===== config.mk =====
export PLATFORM = sky130hd
export DESIGN_NAME = tlv_stream_deframer_flat
export DESIGN_NICKNAME = d
export VERILOG_FILES = /design/src/rtl/tsd_pkg.sv /design/src/rtl/tsd_if.sv /design/src/rtl/tsd_parser.sv /design/src/rtl/tsd_out_buf.sv /design/src/rtl/tlv_stream_deframer.sv /design/src/flat_wrapper.sv
export SDC_FILE = /design/constraint.sdc
export NUM_CORES = 1
export LEC_CHECK = 0
export BUFFER_PORTS_ARGS = -buffer_cell sky130_fd_sc_hd__buf_2
export CAP_MARGIN = 20
export CORE_MARGIN = 2
export CORE_UTILIZATION = 54
export CTS_CLUSTER_SIZE = 14
export DETAILED_ROUTE_END_ITERATION = 16
export PLACE_DENSITY = 0.81
export SLEW_MARGIN = 25
export SYNTH_ARGS = -nofsm -noshare
export SYNTH_HDL_FRONTEND = slang
export SYNTH_SLANG_ARGS = --single-unit

===== constraint.sdc =====
create_clock -name clk_i -period 5.6 [get_ports clk_i]
set_input_delay 1.12 -clock clk_i [delete_from_list [all_inputs] [get_ports clk_i]]
set_output_delay 1.12 -clock clk_i [all_outputs]
set_load 0.05 [all_outputs]

===== src/rtl/tsd_pkg.sv =====
// Package for the length-type-value stream deframer.
// Holds the result record and the header constants; no dependencies.
`timescale 1ns / 1ps
`default_nettype none

package tsd_pkg;

  localparam int unsigned HdrBytes = 8;
  localparam int unsigned HdrCntW  = 3;
  localparam logic [HdrCntW-1:0] HdrLast     = 3'd7;
  localparam logic [HdrCntW-1:0] HdrTypeBase = 3'd4;

  localparam logic KindPayload = 1'b0;
  localparam logic KindEmpty   = 1'b1;

  typedef struct packed {
    logic        kind;
    logic [31:0] type_word;
    logic [31:0] msg_length;
    logic [7:0]  payload_byte;
    logic        last;
  } result_t;

endpackage

`default_nettype wire


===== src/rtl/tsd_if.sv =====
// Stream channel interfaces for the deframer: raw byte input and result output.
// Valid/ready handshake; no package dependency.
`timescale 1ns / 1ps
`default_nettype none

interface tsd_byte_if;
  logic       valid;
  logic       ready;
  logic [7:0] data_byte;

  modport source (output valid, output data_byte, input ready);
  modport sink   (input valid, input data_byte, output ready);
endinterface

interface tsd_res_if;
  logic        valid;
  logic        ready;
  logic        kind;
  logic [31:0] type_word;
  logic [31:0] msg_length;
  logic [7:0]  payload_byte;
  logic        last;

  modport source (output valid, output kind, output type_word, output msg_length,
                  output payload_byte, output last, input ready);
  modport sink   (input valid, input kind, input type_word, input msg_length,
                  input payload_byte, input last, output ready);
endinterface

`default_nettype wire


===== src/rtl/tsd_parser.sv =====
// Header/payload tracker of the deframer: assembles length and type, counts payload.
// Depends on tsd_pkg.
`timescale 1ns / 1ps
`default_nettype none

module tsd_parser (
  input  wire logic            clk_i,
  input  wire logic            rst_ni,
  input  wire logic            accept_i,
  input  wire logic [7:0]      data_byte_i,
  output logic                 res_valid_o,
  output tsd_pkg::result_t     res_o
);

  logic                         in_payload_q, in_payload_d;
  logic [tsd_pkg::HdrCntW-1:0]  hdr_cnt_q, hdr_cnt_d;
  logic [31:0]                  len_q, len_d;
  logic [31:0]                  type_q, type_d;
  logic [31:0]                  remaining_q, remaining_d;
  logic                         fin;

  assign fin = (remaining_q <= 32'd1);

  always_comb begin
    in_payload_d = in_payload_q;
    hdr_cnt_d    = hdr_cnt_q;
    len_d        = len_q;
    type_d       = type_q;
    remaining_d  = remaining_q;
    res_valid_o  = 1'b0;
    res_o        = '0;

    if (accept_i) begin
      if (in_payload_q) begin
        res_valid_o        = 1'b1;
        res_o.kind         = tsd_pkg::KindPayload;
        res_o.payload_byte = data_byte_i;
        res_o.last         = fin;
        if (fin) begin
          remaining_d  = '0;
          in_payload_d = 1'b0;
          hdr_cnt_d    = '0;
        end else begin
          remaining_d = remaining_q - 32'd1;
        end
      end else begin
        // first byte of each word clears the rest of it
        if (hdr_cnt_q < tsd_pkg::HdrTypeBase) begin
          if (hdr_cnt_q == '0) len_d = '0;
          len_d[{hdr_cnt_q[1:0], 3'b000} +: 8] = data_byte_i;
        end else begin
          if (hdr_cnt_q == tsd_pkg::HdrTypeBase) type_d = '0;
          type_d[{hdr_cnt_q[1:0], 3'b000} +: 8] = data_byte_i;
        end

        if (hdr_cnt_q == tsd_pkg::HdrLast) begin
          hdr_cnt_d = '0;
          if (len_d == '0) begin
            res_valid_o = 1'b1;
            res_o.kind  = tsd_pkg::KindEmpty;
            res_o.last  = 1'b1;
          end else begin
            remaining_d  = len_d;
            in_payload_d = 1'b1;
          end
        end else begin
          hdr_cnt_d = hdr_cnt_q + 1'b1;
        end
      end
    end

    res_o.type_word  = type_d;
    res_o.msg_length = len_d;
  end

  always_ff @(posedge clk_i or negedge rst_ni) begin
    if (!rst_ni) begin
      in_payload_q <= 1'b0;
      hdr_cnt_q    <= '0;
      len_q        <= '0;
      type_q       <= '0;
      remaining_q  <= '0;
    end else begin
      in_payload_q <= in_payload_d;
      hdr_cnt_q    <= hdr_cnt_d;
      len_q        <= len_d;
      type_q       <= type_d;
      remaining_q  <= remaining_d;
    end
  end

`ifndef SYNTHESIS
  a_payload_has_bytes: assert property (@(posedge clk_i) disable iff (!rst_ni)
    in_payload_q |-> (remaining_q != '0))
    else $error("payload phase with nothing remaining");

  a_enter_payload_at_hdr_start: assert property (@(posedge clk_i) disable iff (!rst_ni)
    $rose(in_payload_q) |-> (hdr_cnt_q == '0) && (remaining_q == len_q))
    else $error("payload phase entered with stale header state");
`endif

endmodule

`default_nettype wire


===== src/rtl/tsd_out_buf.sv =====
// Result register plus skid entry; decouples the sender from a stalling receiver.
// Depends on tsd_pkg.
`timescale 1ns / 1ps
`default_nettype none

module tsd_out_buf (
  input  wire logic             clk_i,
  input  wire logic             rst_ni,
  input  wire logic             push_i,
  input  wire tsd_pkg::result_t push_data_i,
  output logic                  space_o,
  output logic                  out_valid_o,
  input  wire logic             out_ready_i,
  output tsd_pkg::result_t      out_data_o
);

  logic             main_v_q, main_v_d;
  logic             skid_v_q, skid_v_d;
  tsd_pkg::result_t main_q, main_d;
  tsd_pkg::result_t skid_q, skid_d;
  logic             pop;

  assign pop         = main_v_q && out_ready_i;
  assign space_o     = !skid_v_q;
  assign out_valid_o = main_v_q;
  assign out_data_o  = main_q;

  always_comb begin
    main_v_d = main_v_q;
    skid_v_d = skid_v_q;
    main_d   = main_q;
    skid_d   = skid_q;

    if (pop) begin
      if (skid_v_q) begin
        main_d   = skid_q;
        skid_v_d = 1'b0;
      end else begin
        main_v_d = 1'b0;
      end
    end

    if (push_i) begin
      if (!main_v_d) begin
        main_d   = push_data_i;
        main_v_d = 1'b1;
      end else begin
        skid_d   = push_data_i;
        skid_v_d = 1'b1;
      end
    end
  end

  always_ff @(posedge clk_i or negedge rst_ni) begin
    if (!rst_ni) begin
      main_v_q <= 1'b0;
      skid_v_q <= 1'b0;
    end else begin
      main_v_q <= main_v_d;
      skid_v_q <= skid_v_d;
    end
  end

  always_ff @(posedge clk_i) begin
    main_q <= main_d;
    skid_q <= skid_d;
  end

`ifndef SYNTHESIS
  a_skid_behind_main: assert property (@(posedge clk_i) disable iff (!rst_ni)
    skid_v_q |-> main_v_q)
    else $error("skid entry held with empty result register");

  a_no_push_when_full: assert property (@(posedge clk_i) disable iff (!rst_ni)
    push_i |-> !skid_v_q)
    else $error("result pushed into a full buffer");
`endif

endmodule

`default_nettype wire


===== src/rtl/tlv_stream_deframer.sv =====
// Length-type-value stream deframer, top level.
// Uses tsd_pkg, tsd_if, tsd_parser and tsd_out_buf.
//
// byte_i carries the raw stream, one byte per transfer. Each message is an
// 8-byte header (32-bit little-endian length, then 32-bit little-endian type)
// followed by that many payload bytes. res_o gives one result per payload
// byte, tagged with type and length, with last set on the final byte. A
// zero-length message gives one result with kind set and last set on its
// eighth header byte. Header bytes otherwise give nothing.
//
// One byte is taken every cycle while the skid entry is free. The result that a
// byte causes is formed combinationally and registered in the result register,
// or in the skid entry while that register is held. The header counter and the
// payload down counter update in the cycle of the transfer, ahead of the buffer.
// When res_o stalls, byte_i keeps taking bytes until the skid entry fills,
// then drops ready until the receiver takes a result; nothing is lost.
// Reset puts the block in the header phase with an empty output buffer.
`timescale 1ns / 1ps
`default_nettype none

module tlv_stream_deframer (
  input  wire logic clk_i,
  input  wire logic rst_ni,
  tsd_byte_if.sink  byte_i,
  tsd_res_if.source res_o
);

  logic             accept;
  logic             res_valid;
  logic             space;
  tsd_pkg::result_t res;
  tsd_pkg::result_t out_data;

  assign byte_i.ready = space;
  assign accept       = byte_i.valid && space;

  tsd_parser u_parser (
    .clk_i       (clk_i),
    .rst_ni      (rst_ni),
    .accept_i    (accept),
    .data_byte_i (byte_i.data_byte),
    .res_valid_o (res_valid),
    .res_o       (res)
  );

  tsd_out_buf u_out_buf (
    .clk_i       (clk_i),
    .rst_ni      (rst_ni),
    .push_i      (res_valid),
    .push_data_i (res),
    .space_o     (space),
    .out_valid_o (res_o.valid),
    .out_ready_i (res_o.ready),
    .out_data_o  (out_data)
  );

  assign res_o.kind         = out_data.kind;
  assign res_o.type_word    = out_data.type_word;
  assign res_o.msg_length   = out_data.msg_length;
  assign res_o.payload_byte = out_data.payload_byte;
  assign res_o.last         = out_data.last;

endmodule

`default_nettype wire

===== src/flat_wrapper.sv =====
// flat-port wrapper written by rule: the top's interface ports become plain ports
module tlv_stream_deframer_flat 
  (clk_i, rst_ni, byte_i_valid, byte_i_data_byte, byte_i_ready, res_o_valid, res_o_kind, res_o_type_word, res_o_msg_length, res_o_payload_byte, res_o_last, res_o_ready);
  tsd_byte_if byte_i_i ();
  tsd_res_if res_o_i ();
  input  wire logic clk_i;
  input  wire logic rst_ni;
  input wire logic [$bits(byte_i_i.valid)-1:0] byte_i_valid;
  input wire logic [$bits(byte_i_i.data_byte)-1:0] byte_i_data_byte;
  output wire logic [$bits(byte_i_i.ready)-1:0] byte_i_ready;
  output wire logic [$bits(res_o_i.valid)-1:0] res_o_valid;
  output wire logic [$bits(res_o_i.kind)-1:0] res_o_kind;
  output wire logic [$bits(res_o_i.type_word)-1:0] res_o_type_word;
  output wire logic [$bits(res_o_i.msg_length)-1:0] res_o_msg_length;
  output wire logic [$bits(res_o_i.payload_byte)-1:0] res_o_payload_byte;
  output wire logic [$bits(res_o_i.last)-1:0] res_o_last;
  input wire logic [$bits(res_o_i.ready)-1:0] res_o_ready;
  assign byte_i_i.valid = byte_i_valid;
  assign byte_i_i.data_byte = byte_i_data_byte;
  assign byte_i_ready = byte_i_i.ready;
  assign res_o_valid = res_o_i.valid;
  assign res_o_kind = res_o_i.kind;
  assign res_o_type_word = res_o_i.type_word;
  assign res_o_msg_length = res_o_i.msg_length;
  assign res_o_payload_byte = res_o_i.payload_byte;
  assign res_o_last = res_o_i.last;
  assign res_o_i.ready = res_o_ready;
  tlv_stream_deframer u_core (.clk_i(clk_i), .rst_ni(rst_ni), .byte_i(byte_i_i), .res_o(res_o_i));
endmodule

==> key figures, run 1 <==
Outcome
  • Run status: finished, final reports clean

Power
  • Cell Int Power: ~4.6 mW
  • Power density normalized to cell area: approximately 640 mW/mm²
  • Leakage power figure: 5.39 nW
  • Net switching power of the design: 3.50 mW
  • Clock power frac: 0.213
  • Portion of total power attributed to combinational logic: 0.448
  • Switching share of power: 0.431
  • Overall power: between 8 and 9 mW
  • VDD IR max: between 0.0004 and 0.0005 V
  • Relative contribution of sequential cells to total power: 0.340

Worst setup path
  • Type of origin of the critical path: register
  • Crit path kind: register to register
  • Start of the worst register-to-register path: u_core.u_parser.hdr_cnt_q[0]
  • Setup slack on the worst flop-to-flop path: 1.51 ns
  • CP max stage delay: 0.62 ns
  • CP endpoint: u_core.u_out_buf.skid_q[40]
  • Count of buffering cells on the critical path with inverters included: 2
  • R2R Path End: u_core.u_out_buf.skid_q[40]
  • Length in cells of the worst reg-to-reg path: 9
  • Crit. End Element: register
  • CP Data Arrival Time: 4.28 ns
  • CP Launch Point: u_core.u_parser.hdr_cnt_q[0]
  • Number of stages on the worst setup path: 9
  • Family with the most delay on the worst path: simple AND/OR/NAND/NOR gates
  • CP max stage cell: dfrtp_1
  • CP Data Required Time: 5.79 ns
  • Crit path max fanout: 60
  • Crit path cell chain: inv_1, ha_1, nand2b_1, nor3b_1, a2111o_1, nor2_2, a31oi_1, nor2_4, buf_12

Global route
  • Wire length of the first global-routing pass: 44.3 mm
  • Total congestion overflow after global routing: 0
  • Largest net degree at the start of global routing: 65
  • Initial antenna violation count: 0
  • Combined global-route utilization of all metal layers: 0.255
  • Number of global-route vias before repair: 7912

Floorplan
  • Effective utilization at floorplan: 0.552
  • Vert. Die Dim: 148 µm
  • Core Area: 0.0203 mm²
  • Die area: 0.0219 mm²
  • Chip width: 148 µm
  • # IOs: 88
  • Number of rows in the core area: 52

Min path
  • Type of the tightest min-delay check: register to register

Timing
  • Final slew viol count: 0
  • Unrepaired setup endpoints after global routing: no
  • Ratio of final minimum period to clock period: 0.731
  • Slack of the critical path: 1.51 ns
  • Worst slew margin: 0.316
  • Setup-violating endpoint count in the final report: 0
  • Hold violation count in the final report: 0
  • Worst Tran Pin Value: 1.02 ns
  • Final total negative setup slack: 0 ns
  • Worst clock skew on the final layout: 0.0170 ns
  • Max Fclk: around 240 MHz
  • Period minus WS final: 4.09 ns

Clocking
  • Cts-stage hold buffer count: 0
  • Clock tree from TritonCTS: built
  • Buffers from clock root to sink, at most: 3
  • Insertion delay of the later-clocked pin in the worst-skew pair: approximately 0.53 ns
  • Inserted Clock Buffers: 25
  • Resized cells post-CTS: 0
  • Clock transition at the register clock pins on the worst setup and hold paths after CTS: about 0.060 ns
  • CTS Sinks: 250
  • Level count of the clock H-tree: 1
  • Post CTS Setup Buffer Count: 0
  • Cell chosen for the clock root: clkbuf_16

Synthesis
  • #FFs+latches synth: 250
  • Sequential element share of the synthesized area: 0.558
  • Syn_area_per_cell: 11.9 µm²
  • Post-synth top flop: dfrtp_1
  • Post-synthesis instance area: 0.0112 mm²
  • Count of mapped cells out of synthesis: 939
  • EDFF count, synth: 74
  • Syn nets: 960
  • Number of distinct library cells after synthesis: 67
  • Share of flip-flops with an asynchronous set or reset after synthesis: 0.408
  • Warnings from Yosys: 0

Cells and area
  • Final cell count without fillers: between 1000 and 1500
  • Post-layout util: 0.626
  • Layout Area Growth over Synthesis: 13.4%
  • Antenna Cells: 0
  • Share of layout cells above drive strength 1: 0.275
  • Final net count: 1017

Job
  • Number of max-capacitance violations reported: 0

Detailed routing
  • Number of vias after detailed routing: between 8000 and 9000
  • Average vias per placed instance: 6.38
  • Number of search-and-repair iterations in the first detailed-routing pass: 6
  • DRC violation count after routing: 0
  • Initial DRC Count: 869
  • Average wire per cell in the routed design: around 22 µm
  • Final ANT Viol Nets: 0
  • Sum of routed wire length over all layers: roughly 28 mm

Placement
  • Placed wire-length estimate after detailed placement: 18.3 mm
  • Worst-case setup slack after placement: 1.47 ns
  • Buffers on Ports: 87
  • Placed cells: ~1200
  • Global placement routability congestion: 0.916
## per-stage QoR
step | hold WS, ns | area [µm²]
2_1_floorplan | 0.456 | 11200
4_1_cts | 0.494 | 12700
5_1_grt | 0.527 | 12700
3_3_place_gp | 0.473 | 11800
3_5_place_dp | 0.480 | 11900
6_report | 0.501 | 12700
## cells in the final DEF (no fill, tap or decap), drive strengths merged, types with 13 or more instances in the layout
cell type,synthesis,routed
clkbuf,52,34
o2bb2ai,13,13
dfxtp,74,74
edfxtp,74,74
a22o,66,66
dfrtp,102,102
nand3,15,15
o21ai,52,52
nor2,45,45
buf,20,102
nor3,15,15
a22oi,19,19
nand2,49,49
mux2,138,138
and3,13,13
a21oi,43,43
## cell type report
class | instances | area (µm²)
Clock buffer | 34 | 699
Clock inverter | 12 | 150
Fill cell | 1560 | 7590
Inverter | 10 | 37.5
Multi-Input combinational cell | 607 | 4640
Sequential cell | 250 | 6260
Tap cell | 270 | 338
Timing Repair Buffer | 102 | 596
## flip-flops by register name (all words and copies together) (netlist names)
signal                        cells
u_core.u_out_buf.out_data_o      74
u_core.u_out_buf.out_valid_o      1
u_core.u_out_buf.skid_q          74
u_core.u_out_buf.skid_v_q         1
u_core.u_parser.hdr_cnt_q         3
u_core.u_parser.in_payload_q      1
u_core.u_parser.len_q            32
u_core.u_parser.remaining_q      32
u_core.u_parser.type_q           32
## worst reg2reg max path, cell delays in order, from the launching register on
cell and delay, ns:
dfrtp_1 0.62, inv_1 0.17, ha_1 0.40, nand2b_1 0.47
nor3b_1 0.13, a2111o_1 0.45, nor2_2 0.26, a31oi_1 0.26
nor2_4 0.57, buf_12 0.36
## layer usage
| layer | vias up | global-route usage | share of wire |
|---|---|---|---|
| li1 | 3691 | - | - |
| met1 | 4034 | 0.369 | 0.44 |
| met2 | 401 | 0.391 | 0.45 |
| met3 | 76 | 0.0319 | 0.066 |
| met4 | 0 | 0.111 | 0.046 |
| met5 | - | 0 | 0 |
## kinds of logic (layout without fill, tap and decap cells)
family | Yosys count | in the layout | share of synthesized area
simple gates | 200 | 200 | 0.0919
mux | 143 | 143 | 0.143
compound gates | 255 | 255 | 0.164
fa+ha+maj | 9 | 9 | 0.0100
flops | 250 | 250 | 0.558
buf+inv | 82 | 158 | 0.0333
## synthesized netlist by cell type (all sizes together) (6+ instances only)
library cell / number / area (µm²)
mux2: 138 / 1550
dfrtp: 102 / 2550
dfxtp: 74 / 1480
edfxtp: 74 / 2220
a22o: 66 / 578
clkbuf: 52 / 196
o21ai: 52 / 272
nand2: 49 / 184
nor2: 45 / 171
a21oi: 43 / 215
buf: 20 / 139
a22oi: 19 / 143
nand3: 15 / 75.1
nor3: 15 / 75.1
and3: 13 / 86.3
o2bb2ai: 13 / 114
o211ai: 11 / 82.6
inv: 10 / 37.5
ha: 9 / 113
nor4: 9 / 56.3
and2: 8 / 50.1
or3: 7 / 43.8
a31oi: 6 / 37.5
a32oi: 6 / 52.6
nand2b: 6 / 37.5
nor3b: 6 / 50.1
o32ai: 6 / 52.6
or4: 6 / 45.0
## power by group through the flow
| stage | sequential (mW) | combinational, mW | clock (mW) |
|---|---|---|---|
| finish | 2.76 | 3.63 | 1.72 |
| CTS | 2.75 | 3.60 | 1.74 |
| detailed placement | 2.78 | 3.58 | 0 |
| global route | 2.81 | 3.87 | 1.81 |
| floorplan | 3.46 | 2.01 | 0 |
| global placement | 2.76 | 3.49 | 0 |
## worst min-delay path by stage
stage,startpoint,end,slack [ns],cells after the start
2_1_floorplan,u_core.u_parser.remaining_q[24],u_core.u_parser.remaining_q[24],0.46,1
3_3_place_gp,u_core.u_parser.remaining_q[19],u_core.u_parser.remaining_q[19],0.47,1
3_5_place_dp,u_core.u_parser.remaining_q[19],u_core.u_parser.remaining_q[19],0.48,1
4_1_cts,u_core.u_parser.remaining_q[19],u_core.u_parser.remaining_q[19],0.49,1
5_1_grt,u_core.u_parser.remaining_q[7],u_core.u_parser.remaining_q[7],0.53,1
6_report,u_core.u_parser.remaining_q[24],u_core.u_parser.remaining_q[24],0.50,1
Note: power is estimated with default switching activity, not from simulation.
==> inputs of run 2 (changes only) <==
==> constraint.sdc (replaced) <==
create_clock -name clk_i -period 3.6 [get_ports clk_i]
set_input_delay 0.72 -clock clk_i [delete_from_list [all_inputs] [get_ports clk_i]]
set_output_delay 0.72 -clock clk_i [all_outputs]
set_load 0.05 [all_outputs]
==> run 2 against run 1 <==
  * Via count up 1.3%
  * Power up 58%
  * Largest cell class unchanged
  * Count of clock-buffer cells in the layout increased by 1
  * Largest power group unchanged
  * Highest routed layer unchanged
  * Critical endpoint is now u_core.u_out_buf.out_data_o[29]
  * First-iteration DRC count increased by 7.6%
==> key figures, run 2 (synthesized netlist as in run 1, its figures left out) <==
Cells and area
  • Commonest cells after routing, fill and taps aside: mux2_2, dfrtp_1, buf_2
  • Final Cell Area: 0.0129 mm²
  • Most frequent standard cell in the layout excluding fill and tap cells: mux2_2
  • Layout Area Growth over Synthesis: 15.4%
  • Final cell count without fillers: 1309
  • Share of layout cells above drive strength 1: 0.293
  • Antenna Cells: 0
  • Final net count: 1040
  • Count of fill cells added during filler insertion: 1546
  • Post-layout util: 0.637

Floorplan
  • # IOs: 88
  • Vert. Die Dim: 148 µm
  • Chip width: around 150 µm
  • Effective utilization at floorplan: 0.552
  • Number of rows in the core area: 52
  • Core Area: 0.0203 mm²
  • Die area: around 0.022 mm²

Power
  • VDD IR max: about 0.00055 V
  • Power density normalized to cell area: ~1000 mW/mm²
  • Leakage power figure: between 5 and 6 nW
  • Overall power: ~13 mW

Timing
  • Hold WS: 0.252 ns
  • Unrepaired setup endpoints after global routing: no
  • Worst clock skew on the final layout: 0.0138 ns
  • Setup-violating endpoint count in the final report: 0
  • Worst Tran Pin Value: 0.841 ns
  • Worst slew margin: 0.436
  • Final slew viol count: 0
  • Ratio of final minimum period to clock period: 0.915
  • Period minus WS final: 3.29 ns
  • Max Fclk: 304 MHz
  • Slack of the critical path: just over 0.3 ns
  • Final total negative setup slack: 0 ns
  • Hold violation count in the final report: 0

Worst setup path
  • Crit path cell chain: inv_1, ha_2, nor3b_1, and2_1, a21oi_2, and3_4, a41oi_4, buf_4, mux2_2
  • Type of origin of the critical path: register
  • Crit path max fanout: 25
  • Crit. End Element: register
  • Setup slack on the worst flop-to-flop path: ~0.31 ns
  • Crit path kind: register to register
  • CP Data Required Time: approximately 4.0 ns
  • CP Data Arrival Time: about 3.7 ns
  • CP max stage delay: 0.48 ns
  • CP max stage cell: nor3b_1

Clocking
  • Cell chosen for the clock root: clkbuf_16
  • Buffers from clock root to sink, at most: 3
  • Inserted Clock Buffers: 26
  • Clock tree from TritonCTS: built
  • Cts-stage hold buffer count: 0
  • CTS Sinks: 250
  • Clock transition at the register clock pins on the worst setup and hold paths after CTS: 0.06 ns
  • Resized cells post-CTS: 0
  • Post CTS Setup Buffer Count: 0
  • Insertion delay of the later-clocked pin in the worst-skew pair: roughly 0.53 ns
  • Level count of the clock H-tree: 1

Placement
  • Placed wire-length estimate after detailed placement: roughly 19 mm
  • Global placement routability congestion: 0.943
  • Placed Instance Area: roughly 0.012 mm²
  • Buffers on Ports: 87
  • Placed cells: about 1300
  • Worst-case setup slack after placement: 0.415 ns

Global route
  • Number of global-route vias before repair: 8128
  • Total congestion overflow after global routing: 0
  • Initial antenna violation count: 0
  • Largest net degree at the start of global routing: 68
  • Combined global-route utilization of all metal layers: 0.264
  • Wire length of the first global-routing pass: 45.8 mm

Detailed routing
  • DRC violation count after routing: 0
  • Length of routed met2 wiring: 13.2 mm
  • Sum of routed wire length over all layers: 28.7 mm
  • Average vias per placed instance: 6.35
  • Wire length on met1: 12.7 mm
  • DR top layer: met4
  • Metal3 WL: 1.77 mm
  • Number of vias after detailed routing: between 8000 and 9000
  • Initial DRC Count: 935
  • Final ANT Viol Nets: 0
  • Number of search-and-repair iterations in the first detailed-routing pass: 6
  • Average wire per cell in the routed design: 22.0 µm

Job
  • Number of max-capacitance violations reported: 0

Outcome
  • Run status: finished, final reports clean

Min path
  • Type of the tightest min-delay check: input port to async pin
[run 2: cell type report]
class,instances,area (µm²),area share
clock buffers,35,726,0.0561
clock inverters,13,155,0.0120
inverters,10,37.5,0.00290
multi-input cells,607,4650,0.359
flip-flops and latches,250,6260,0.484
well taps,270,338,0.0261
repair buffers,124,778,0.0601
[run 2: final timing paths]
kind	start	cells past startpoint	endpoint
min in group clk_i	u_core.u_parser.remaining_q[24]	1	u_core.u_parser.remaining_q[24]
hold reg to reg	u_core.u_parser.remaining_q[24]	1	u_core.u_parser.remaining_q[24]
max in group asynchronous	rst_ni	2	u_core.u_parser.len_q[12]
hold / removal	rst_ni	1	u_core.u_parser.remaining_q[19]
setup / recovery	u_core.u_parser.hdr_cnt_q[1]	9	u_core.u_out_buf.out_data_o[29]
setup reg to reg	u_core.u_parser.hdr_cnt_q[1]	9	u_core.u_out_buf.out_data_o[29]
[run 2: per-layer routing]
layer | track usage | vias to the layer above
li1 | - | 3747
met1 | 0.378 | 4130
met2 | 0.421 | 365
met3 | 0.0319 | 66
met4 | 0.0924 | 0
met5 | 0 | -
[run 2: critical path, delay by kind of cell (launching register included)]
family                     cells  cell delay, ns
and+or+nand+nor                3            1.09
buffers and inverters          2            0.48
DFF                            1            0.42
adders and majority gates      1            0.42
muxes                          1            0.40
AOI/OAI and AO/OA              2            0.34
[run 2: where the power goes]
part           leakage (nW)  total, mW  internal (mW)  switching [mW]
clock                 0.425       2.73           1.63            1.09
sequential             2.67       4.27           3.76           0.510
combinational          2.43       5.84           1.96            3.88
==> inputs of run 3 (changes only) <==
--- a/config.mk
+++ b/config.mk
@@ -8,10 +8,10 @@
 export BUFFER_PORTS_ARGS = -buffer_cell sky130_fd_sc_hd__buf_2
 export CAP_MARGIN = 20
 export CORE_MARGIN = 2
-export CORE_UTILIZATION = 54
+export CORE_UTILIZATION = 30
 export CTS_CLUSTER_SIZE = 14
 export DETAILED_ROUTE_END_ITERATION = 16
-export PLACE_DENSITY = 0.81
+export PLACE_DENSITY_LB_ADDON = 0.25
 export SLEW_MARGIN = 25
 export SYNTH_ARGS = -nofsm -noshare
 export SYNTH_HDL_FRONTEND = slang
==> run 3 against run 2 <==
  * Critical path depth stayed put
  * Cell count is 16% higher
  * Maximum frequency is 2.3% higher
  * Sequential power hardly changed
  * Utilization is 28 points lower
  * Clock power is 2% lower
  * Critical endpoint is now u_core.u_out_buf.out_data_o[15]
  * Setup slack better by 0.074 ns
  * Non-clock buffer count is 14 higher
  * Sequential share of layout area is 1.2 points lower
  * Combinational power is 3% higher
==> key figures, run 3 (synthesized netlist as in run 1, its figures left out) <==
Outcome
  • Run status: finished, final reports clean

Worst setup path
  • Type of origin of the critical path: register
  • CP max stage cell: nor4b_1
  • CP Data Required Time: about 4 ns
  • Start of the worst register-to-register path: u_core.u_parser.hdr_cnt_q[1]
  • Crit. End Element: register
  • R2R Path End: u_core.u_out_buf.out_data_o[15]
  • Crit path cell chain: inv_1, ha_1, nor4b_1, a32oi_1, and3_1, and3_4, a41oi_4, buf_12, mux2_2
  • CP max stage delay: 0.55 ns
  • Count of buffering cells on the critical path with inverters included: 2
  • Setup slack on the worst flop-to-flop path: around 0.38 ns
  • Family with the most delay on the worst path: simple AND/OR/NAND/NOR gates
  • Length in cells of the worst reg-to-reg path: 9
  • CP Data Arrival Time: 3.63 ns
  • Crit path kind: register to register
  • Crit path max fanout: between 50 and 60

Detailed routing
  • Number of search-and-repair iterations in the first detailed-routing pass: 5
  • Number of vias after detailed routing: 8172
  • Average vias per placed instance: 5.37
  • DRC violation count after routing: 0
  • Initial DRC Count: roughly 630
  • Final ANT Viol Nets: 0
  • Sum of routed wire length over all layers: 31.7 mm
  • Average wire per cell in the routed design: 20.8 µm

Floorplan
  • Chip width: 197 µm
  • Number of rows in the core area: 70
  • Effective utilization at floorplan: 0.306
  • # IOs: 88
  • Core Area: approximately 0.037 mm²
  • Die area: 0.0389 mm²
  • Vert. Die Dim: 197 µm

Global route
  • Largest net degree at the start of global routing: 55
  • Combined global-route utilization of all metal layers: 0.165
  • Total congestion overflow after global routing: 0
  • Wire length of the first global-routing pass: 49.8 mm
  • Number of global-route vias before repair: 8067
  • Initial antenna violation count: 0

Clocking
  • Buffers from clock root to sink, at most: 3
  • Level count of the clock H-tree: 1
  • CTS Sinks: 250
  • Cts-stage hold buffer count: 0
  • Clock tree from TritonCTS: built
  • Insertion delay of the later-clocked pin in the worst-skew pair: 0.54 ns
  • Inserted Clock Buffers: 27
  • Clock transition at the register clock pins on the worst setup and hold paths after CTS: 0.06 ns
  • Post CTS Setup Buffer Count: 0
  • Resized cells post-CTS: 0
  • Cell chosen for the clock root: clkbuf_16

Cells and area
  • Commonest cells after routing, fill and taps aside: mux2_2, dfrtp_1, buf_2
  • Antenna Cells: 0
  • Most frequent standard cell in the layout excluding fill and tap cells: mux2_2
  • Post-layout util: 0.361
  • Share of layout cells above drive strength 1: 0.303
  • Final Cell Area: 0.0133 mm²
  • Final cell count without fillers: 1522
  • Layout Area Growth over Synthesis: 18.2%
  • Final net count: between 1000 and 1500

Job
  • Number of max-capacitance violations reported: 0

Power
  • VDD IR max: between 0.0004 and 0.0005 V
  • Power density normalized to cell area: between 900 and 1000 mW/mm²
  • Overall power: ~13 mW
  • Leakage power figure: 5.59 nW

Timing
  • Worst Tran Pin Value: 0.810 ns
  • Unrepaired setup endpoints after global routing: no
  • Worst clock skew on the final layout: between 0.015 and 0.02 ns
  • Max Fclk: 311 MHz
  • Slack of the critical path: 0.382 ns
  • Setup-violating endpoint count in the final report: 0
  • Hold WS: 0.238 ns
  • Final total negative setup slack: 0 ns
  • Ratio of final minimum period to clock period: 0.894
  • Worst slew margin: 0.456
  • Period minus WS final: between 3 and 4 ns
  • Final slew viol count: 0
  • Hold violation count in the final report: 0

Placement
  • Worst-case setup slack after placement: 0.391 ns
  • Placed cells: 1473
  • Placed wire-length estimate after detailed placement: 21.8 mm
  • Global placement routability congestion: 0.901
  • Buffers on Ports: 87
  • Placed Instance Area: ~0.012 mm²

Min path
  • Type of the tightest min-delay check: input port to async pin
[run 3: final cells by class]
| cell class | count | area (µm²) |
|---|---|---|
| Sequential cell | 250 | 6260 |
| Tap cell | 468 | 586 |
| Clock buffer | 35 | 756 |
| Fill cell | 3586 | 23400 |
| Clock inverter | 14 | 101 |
| Timing Repair Buffer | 138 | 871 |
| Multi-Input combinational cell | 607 | 4650 |
| Inverter | 10 | 37.5 |
[run 3: power by group]
| group | leakage, nW | internal, mW | switching [mW] |
|---|---|---|---|
| clock | 0.427 | 1.55 | 1.13 |
| sequential | 2.67 | 3.76 | 0.510 |
| combinational | 2.49 | 2.05 | 3.96 |
[run 3: how the worst max path moves through the flow]
| stage | from | end | depth (start not counted) |
|---|---|---|---|
| after floorplan | u_core.u_parser.hdr_cnt_q[0] | u_core.u_out_buf.skid_q[0] | 11 |
| after global placement | u_core.u_parser.hdr_cnt_q[1] | u_core.u_out_buf.out_data_o[55] | 9 |
| after detailed placement | u_core.u_parser.hdr_cnt_q[1] | u_core.u_out_buf.out_data_o[32] | 9 |
| after CTS | u_core.u_parser.hdr_cnt_q[1] | u_core.u_out_buf.out_data_o[32] | 9 |
| after global routing | u_core.u_parser.hdr_cnt_q[1] | u_core.u_out_buf.out_data_o[32] | 9 |
| final | u_core.u_parser.hdr_cnt_q[1] | u_core.u_out_buf.out_data_o[15] | 9 |
[run 3: routing by layer]
layer / global-route usage / vias to the layer above / share of wire
li1: - / 3781 / -
met1: 0.242 / 4079 / 0.47
met2: 0.249 / 263 / 0.44
met3: 0.0229 / 49 / 0.057
met4: 0.0537 / 0 / 0.029
met5: 0 / - / 0
